### config.mk
export PLATFORM = sky130hd
export DESIGN_NAME = text_glyph_layout_top
export DESIGN_NICKNAME = d
export VERILOG_FILES = /design/src/sv/tgl_pkg.sv /design/src/sv/text_glyph_layout_top.sv /design/src/sv/tgl_decode.sv /design/src/sv/tgl_out_queue.sv
export SDC_FILE = /design/constraint.sdc
export NUM_CORES = 1
export LEC_CHECK = 0
export ABC_CLOCK_PERIOD_IN_PS = 6900
export BUFFER_PORTS_ARGS = -buffer_cell sky130_fd_sc_hd__clkbuf_2
export CORE_MARGIN = 2
export CORE_UTILIZATION = 25
export CTS_CLUSTER_DIAMETER = 120
export DETAILED_ROUTE_END_ITERATION = 10
export HOLD_SLACK_MARGIN = 0.15
export PLACE_DENSITY = 0.4
export SLEW_MARGIN = 0
export SYNTH_ARGS = -nofsm -noshare
export SYNTH_HDL_FRONTEND = slang
export SYNTH_SLANG_ARGS = --single-unit
export TNS_END_PERCENT = 20
### constraint.sdc
create_clock -name clk_i -period 6.9 [get_ports clk_i]
set_input_delay 1.38 -clock clk_i [delete_from_list [all_inputs] [get_ports clk_i]]
set_output_delay 1.38 -clock clk_i [all_outputs]
set_load 0.02 [all_outputs]
### src/sv/tgl_pkg.sv
// ----------------------------------------------------------------------------
// Text glyph layout package
// Request types, record kind codes and layout constants.
// ----------------------------------------------------------------------------
`timescale 1ns / 1ps

package tgl_pkg;

  // Record kinds
  localparam logic [2:0] KindAscii = 3'd0;
  localparam logic [2:0] KindHanzi = 3'd1;
  localparam logic [2:0] KindSkip  = 3'd2;
  localparam logic [2:0] KindEnd   = 3'd3;
  localparam logic [2:0] KindClip  = 3'd4;

  // Character code constants
  localparam logic [7:0] ByteTerm      = 8'h00;
  localparam logic [7:0] AsciiLimit    = 8'h7F;
  localparam logic [7:0] AsciiBase     = 8'h20;
  localparam logic [7:0] HanziBias     = 8'hA0;
  localparam int         HanziRowBias  = 16;
  localparam int         HanziRowPitch = 94;

  // Glyph widths in columns and page offsets
  localparam logic [7:0] AsciiWidth = 8'd8;
  localparam logic [7:0] HanziWidth = 8'd15;
  localparam logic [2:0] TopPageOfs = 3'd4;
  localparam logic [2:0] BotPageOfs = 3'd5;

  typedef struct packed {
    logic [7:0] text_byte;
    logic       first_of_string;
    logic [6:0] start_column;
    logic [2:0] start_row;
    logic       invert_video;
  } tgl_in_t;

  typedef struct packed {
    logic [2:0]  record_kind;
    logic [11:0] glyph_index;
    logic [6:0]  display_column;
    logic [2:0]  top_page;
    logic [2:0]  bottom_page;
    logic        reverse_video;
  } tgl_out_t;

  // Cursor and string state carried between requests
  typedef struct packed {
    logic [7:0] cursor_column;
    logic [2:0] cursor_row;
    logic       invert_latched;
    logic [7:0] lead_byte;
    logic       lead_pending;
    logic       string_stopped;
  } tgl_state_t;

endpackage

### src/sv/text_glyph_layout_top.sv
// ----------------------------------------------------------------------------
// Text glyph layout: top level
// Turns a mixed ASCII / GB2312 byte stream into glyph placement records.
// ----------------------------------------------------------------------------
// One string byte is taken every clock cycle while in_stall_o is low. Each
// byte is decoded combinationally against the cursor registers and any
// record it produces is registered in a two-entry output queue before it
// appears on the output. in_stall_o rises only when both queue entries hold
// records that the downstream side has not yet taken. A hanzi lead byte that
// fits and bytes outside a string produce no record.
`timescale 1ns / 1ps

module text_glyph_layout_top #(
  parameter int SCREEN_WIDTH = 128,
  parameter int ASCII_GLYPHS = 95,
  parameter int HANZI_GLYPHS = 3755
) (
  input  logic              clk_i,
  input  logic              rst_ni,
  input  logic              in_valid_i,
  output logic              in_stall_o,
  input  tgl_pkg::tgl_in_t  in_data_i,
  output logic              out_valid_o,
  input  logic              out_stall_i,
  output tgl_pkg::tgl_out_t out_data_o
);
  import tgl_pkg::*;

  // Idle until the first string start
  localparam tgl_state_t StateReset = '{
    cursor_column:  8'd0,
    cursor_row:     3'd0,
    invert_latched: 1'b0,
    lead_byte:      8'd0,
    lead_pending:   1'b0,
    string_stopped: 1'b1
  };

  tgl_state_t state_q, state_d;
  tgl_out_t   rec;
  logic       emit;
  logic       accept;
  logic       full;

  assign in_stall_o = full;
  assign accept     = in_valid_i && !full;

  // Byte decode
  tgl_decode #(
    .SCREEN_WIDTH (SCREEN_WIDTH),
    .ASCII_GLYPHS (ASCII_GLYPHS),
    .HANZI_GLYPHS (HANZI_GLYPHS)
  ) u_decode (
    .req_i   (in_data_i),
    .state_i (state_q),
    .state_o (state_d),
    .emit_o  (emit),
    .rec_o   (rec)
  );

  // Cursor state
  always_ff @(posedge clk_i or negedge rst_ni) begin
    if (!rst_ni) begin
      state_q <= StateReset;
    end else if (accept) begin
      state_q <= state_d;
    end
  end

  // Record queue
  tgl_out_queue u_queue (
    .clk_i       (clk_i),
    .rst_ni      (rst_ni),
    .push_i      (accept && emit),
    .push_data_i (rec),
    .full_o      (full),
    .out_valid_o (out_valid_o),
    .out_stall_i (out_stall_i),
    .out_data_o  (out_data_o)
  );

endmodule

### src/sv/tgl_decode.sv
// ----------------------------------------------------------------------------
// Text glyph layout: character decode
// Classifies one string byte against the cursor state, forms the placement
// record and the next cursor state.
// ----------------------------------------------------------------------------
`timescale 1ns / 1ps

module tgl_decode #(
  parameter int SCREEN_WIDTH = 128,
  parameter int ASCII_GLYPHS = 95,
  parameter int HANZI_GLYPHS = 3755
) (
  input  tgl_pkg::tgl_in_t    req_i,
  input  tgl_pkg::tgl_state_t state_i,
  output tgl_pkg::tgl_state_t state_o,
  output logic                emit_o,
  output tgl_pkg::tgl_out_t   rec_o
);
  import tgl_pkg::*;

  localparam logic [8:0] AsciiClip = 9'(SCREEN_WIDTH - 8);
  localparam logic [8:0] HanziClip = 9'(SCREEN_WIDTH - 15);

  tgl_state_t         st;
  logic [7:0]         b;
  logic [7:0]         hi;
  logic [7:0]         lo;
  logic signed [9:0]  hi_off;
  logic signed [16:0] hz_idx;
  logic               hz_hit;
  logic [7:0]         asc_off;
  logic               asc_hit;
  logic [2:0]         kind;
  logic [11:0]        idx;

  assign b = req_i.text_byte;

  // Hanzi index from held lead byte and this trail byte (8-bit wrap)
  always_comb begin
    hi      = 8'(state_i.lead_byte - HanziBias);
    lo      = 8'(b - HanziBias);
    hi_off  = $signed({2'b00, hi}) - 10'(HanziRowBias);
    hz_idx  = 17'(hi_off) * 17'(HanziRowPitch) + 17'($signed({2'b00, lo})) - 17'sd1;
    hz_hit  = !hz_idx[16] && (hz_idx[15:0] < 16'(HANZI_GLYPHS));
    asc_off = 8'(b - AsciiBase);
    asc_hit = (b >= AsciiBase) && ({1'b0, asc_off} < 9'(ASCII_GLYPHS));
  end

  // Start-of-string load, then byte classification
  always_comb begin
    st = state_i;
    if (req_i.first_of_string) begin
      st.cursor_column  = {1'b0, req_i.start_column};
      st.cursor_row     = req_i.start_row;
      st.invert_latched = req_i.invert_video;
      st.lead_pending   = 1'b0;
      st.lead_byte      = '0;
      st.string_stopped = 1'b0;
    end
    state_o = st;
    emit_o  = 1'b0;
    kind    = KindSkip;
    idx     = '0;
    if (!st.string_stopped) begin
      priority if (st.lead_pending) begin
        state_o.lead_pending = 1'b0;
        emit_o = 1'b1;
        if (b == ByteTerm) begin
          state_o.string_stopped = 1'b1;
          kind = KindEnd;
        end else begin
          if (hz_hit) begin
            kind = KindHanzi;
            idx  = hz_idx[11:0];
          end
          state_o.cursor_column = st.cursor_column + HanziWidth;
        end
      end else if (b == ByteTerm) begin
        emit_o = 1'b1;
        state_o.string_stopped = 1'b1;
        kind = KindEnd;
      end else if (b < AsciiLimit) begin
        emit_o = 1'b1;
        if ({1'b0, st.cursor_column} > AsciiClip) begin
          state_o.string_stopped = 1'b1;
          kind = KindClip;
        end else begin
          if (asc_hit) begin
            kind = KindAscii;
            idx  = {4'b0000, asc_off};
          end
          state_o.cursor_column = st.cursor_column + AsciiWidth;
        end
      end else begin
        if ({1'b0, st.cursor_column} > HanziClip) begin
          emit_o = 1'b1;
          state_o.string_stopped = 1'b1;
          kind = KindClip;
        end else begin
          state_o.lead_byte    = b;
          state_o.lead_pending = 1'b1;
        end
      end
    end
  end

  // Record fields from the cursor as it stands before advancing
  always_comb begin
    rec_o.record_kind    = kind;
    rec_o.glyph_index    = idx;
    rec_o.display_column = (st.cursor_column[6:0] == 7'd0) ? 7'd1 : st.cursor_column[6:0];
    rec_o.top_page       = st.cursor_row + TopPageOfs;
    rec_o.bottom_page    = st.cursor_row + BotPageOfs;
    rec_o.reverse_video  = st.invert_latched;
  end

endmodule

### src/sv/tgl_out_queue.sv
// ----------------------------------------------------------------------------
// Text glyph layout: result queue
// Two-entry register queue that holds placement records while the
// downstream side stalls.
// ----------------------------------------------------------------------------
`timescale 1ns / 1ps

module tgl_out_queue (
  input  logic              clk_i,
  input  logic              rst_ni,
  input  logic              push_i,
  input  tgl_pkg::tgl_out_t push_data_i,
  output logic              full_o,
  output logic              out_valid_o,
  input  logic              out_stall_i,
  output tgl_pkg::tgl_out_t out_data_o
);
  import tgl_pkg::*;

  tgl_out_t   mem_q [2];
  logic       wr_ptr_q, wr_ptr_d;
  logic       rd_ptr_q, rd_ptr_d;
  logic [1:0] count_q, count_d;
  logic       pop;

  assign pop         = (count_q != 2'd0) && !out_stall_i;
  assign out_valid_o = (count_q != 2'd0);
  assign out_data_o  = mem_q[rd_ptr_q];
  assign full_o      = (count_q == 2'd2);

  // Pointer and fill count
  always_comb begin
    wr_ptr_d = push_i ? !wr_ptr_q : wr_ptr_q;
    rd_ptr_d = pop ? !rd_ptr_q : rd_ptr_q;
    count_d  = count_q + {1'b0, push_i} - {1'b0, pop};
  end

  always_ff @(posedge clk_i or negedge rst_ni) begin
    if (!rst_ni) begin
      wr_ptr_q <= 1'b0;
      rd_ptr_q <= 1'b0;
      count_q  <= 2'd0;
    end else begin
      wr_ptr_q <= wr_ptr_d;
      rd_ptr_q <= rd_ptr_d;
      count_q  <= count_d;
    end
  end

  // Record storage
  always_ff @(posedge clk_i) begin
    if (push_i) begin
      mem_q[wr_ptr_q] <= push_data_i;
    end
  end

endmodule

==> results.py <==
metrics = {
    "status": {
        "run_status": "completed",
    },
    "critical_path": {
        "crit_arrival_ps": 6730,
        "crit_path_end_kind": "register",
        "worstPathRequired_ps": 7010,
        "cp_max_fo": 7,
        "cp_common_cell": "inv_1",
        "cp_top_family": "adder cells",
        "slowest_stage": "or4_4",
        "critPathMaxStageDelay_ps": 590,
        "worstSetupPathType": "reg2reg",
        "cp.buffers_inverters": 7,
        "setup.worst_path.start_class": "register",
    },
    "finish": {
        "antenna_cells": 0,
        "layout.cells.most_common": "inv_1",
        "final_util": 0.309,
        "final_nets": 803,
        "layout_common_cells": "inv_1 (98), edfxtp_1 (58), ha_1 (55)",
        "syn_to_final_growth_pct": 22.4,
        "drive_gt1_frac": 0.270,
    },
    "placed_design": {
        "post-place-ws_ps": -101,
        "io_buffers": 54,
        "place_hpwl_um": 11500,
        "gp_congestion": 0.802,
    },
    "timing": {
        "clock_skew_ps": 8.96,
        "setup_viol": 0,
        "slew_headroom": 0.532,
        "fin_tns_setup_ps": 0,
        "worst_pin_slew_ps": 683,
        "hold_viol_final": 0,
        "slew_violations": 0,
        "period_share": 0.960,
        "fmax_mhz": 151,
        "setup_ws_ps": 279,
        "min_period_ps": 6620,
    },
    "grt": {
        "antenna_found_initial": 0,
        "grt_pass1_vias": 4618,
        "grt_max_degree": 31,
        "grt_pass1_wl_um": 23300,
        "grt_remaining_overflow": 0,
        "grt_usage": 0.113,
    },
    "floorplan": {
        "core_area_um2": 25000,
        "fp.dieH_um": 163,
        "row_count": 58,
        "die-width_um": 163,
        "fp.dieArea_um2": 26600,
        "io_pins": 55,
        "initial_core_util": 0.253,
    },
    "yosys": {
        "ys_types": 57,
        "synth_edf_count": 58,
        "syn_avg_cell_area_um2": 10.4,
        "synth_warnings": 0,
        "synth_seq_cells": 84,
        "synth_area_um2": 6330,
        "seq_area_frac_synth": 0.378,
        "synthArstFlopShare": 0.310,
        "synthCells": 609,
        "syn-num-nets": 717,
        "synth_ff_type": "edfxtp_1",
    },
    "drt": {
        "drt_pre_antenna_iters": 4,
        "dr_total_vias": 4527,
        "drt_iter0_markers": 223,
        "viasPerCell": 4.40,
        "drc": 0,
        "ant_nets": 0,
        "wire_per_inst_um": 14.4,
        "wl_um": 14900,
    },
    "clock_tree": {
        "cts-hold-fix-buffers": 0,
        "clockBufferDepth": 2,
        "ctsRootBufferMaster": "clkbuf_16",
        "h-tree-depth": 3,
        "path_clk_slew_ps": 70,
        "cts_buffers": 9,
        "cts.sinks": 84,
        "cts_tree": "built",
        "worstSkewPairLatency_ps": 340,
    },
    "job": {
        "cap_violations": 0,
    },
    "worst_hold_path": {
        "min_path_type": "reg2reg",
    },
}
## worst paths after layout
kind,startpoint,slack (ps),end,depth (start not counted)
max in group asynchronous,rst_ni,5310,state_q[4],1
worst max register to register,state_q[7],280,u_queue.mem_q[1][27],27
worst max-delay path,state_q[7],280,u_queue.mem_q[1][27],27
worst min register to register,state_q[16],480,state_q[16],2
worst min-delay path,state_q[16],480,state_q[16],2
min in group asynchronous,rst_ni,1080,state_q[13],1
## sequential cells by signal, indices dropped and copies added (netlist names)
signal and count:
state_q 22, u_queue.wr_ptr_q 1, u_queue.count_q 2, u_queue.mem_q 58, u_queue.rd_ptr_q 1
## synth_stat cells (16+ instances only)
cell type | number | share of area
dfrtp_1 | 25 | 0.099
o21ai_0 | 33 | 0.026
ha_1 | 63 | 0.12
a21oi_1 | 30 | 0.024
edfxtp_1 | 58 | 0.28
inv_1 | 102 | 0.060
xnor2_1 | 30 | 0.042
fa_1 | 21 | 0.066
nor2_1 | 29 | 0.017
nand2_1 | 34 | 0.020
xor2_1 | 16 | 0.022
mux2_2 | 35 | 0.062
## stage by stage
step | area, um2 | hold slack [ps] | instances
6_report | 7750 | 477 | 1030
5_1_grt | 7750 | 501 | 1030
4_1_cts | 7460 | 485 | 1020
3_5_place_dp | 7140 | 470 | 1004
3_3_place_gp | 7140 | 464 | 1004
2_1_floorplan | 6340 | 449 | 609
## final cells by class
cell class                 count  area (um2)
sequential                    84        2400
multi-input combinational    414        3750
tap                          330         413
clock buffer                   9         225
clock inverter                 7        81.3
fill                        2606       17300
inverter                     102         383
timing repair buffer          84         499
## worst reg2reg max path: cells and delay by family, from the launching register on
family                   cells  cell delay (ps)
AO/OA/AOI/OAI                4              810
XOR/XNOR                     4              690
adder cells (fa/ha/maj)      8             2820
buffers and inverters        7              680
flip-flops                   1              440
AND/OR/NAND/NOR              4              980
## what timing repair did
action,in CTS,in global routing
gates cloned,0,1
setup buffers,0,9
setup endpoints to repair,26,28
gates resized for setup,5,42
pin swaps,0,16
hold endpoints to repair,0,0
## layer usage
layer | GRT usage | up-vias | wire [um]
met2 | 0.177 | 65 | 6720
met5 | 0 | - | 0
met1 | 0.158 | 2145 | 7440
li1 | - | 2304 | -
met3 | 0.0239 | 13 | 552
met4 | 0.0257 | 0 | 158
## cell families (layout without fill, tap and decap cells)
logic type	Yosys count	count (layout)	synth area share
XOR/XNOR	46	46	0.0636
adder cells (fa/ha/maj)	85	85	0.193
AND/OR/NAND/NOR	109	110	0.0824
flip-flops	84	84	0.378
multiplexers	45	45	0.0781
buffers and inverters	112	202	0.0678
AO/OA/AOI/OAI	128	128	0.137
Power is left out: the tool's default activity adds up to more than one toggle a clock period on the data nets, which glitch-free logic cannot reach.
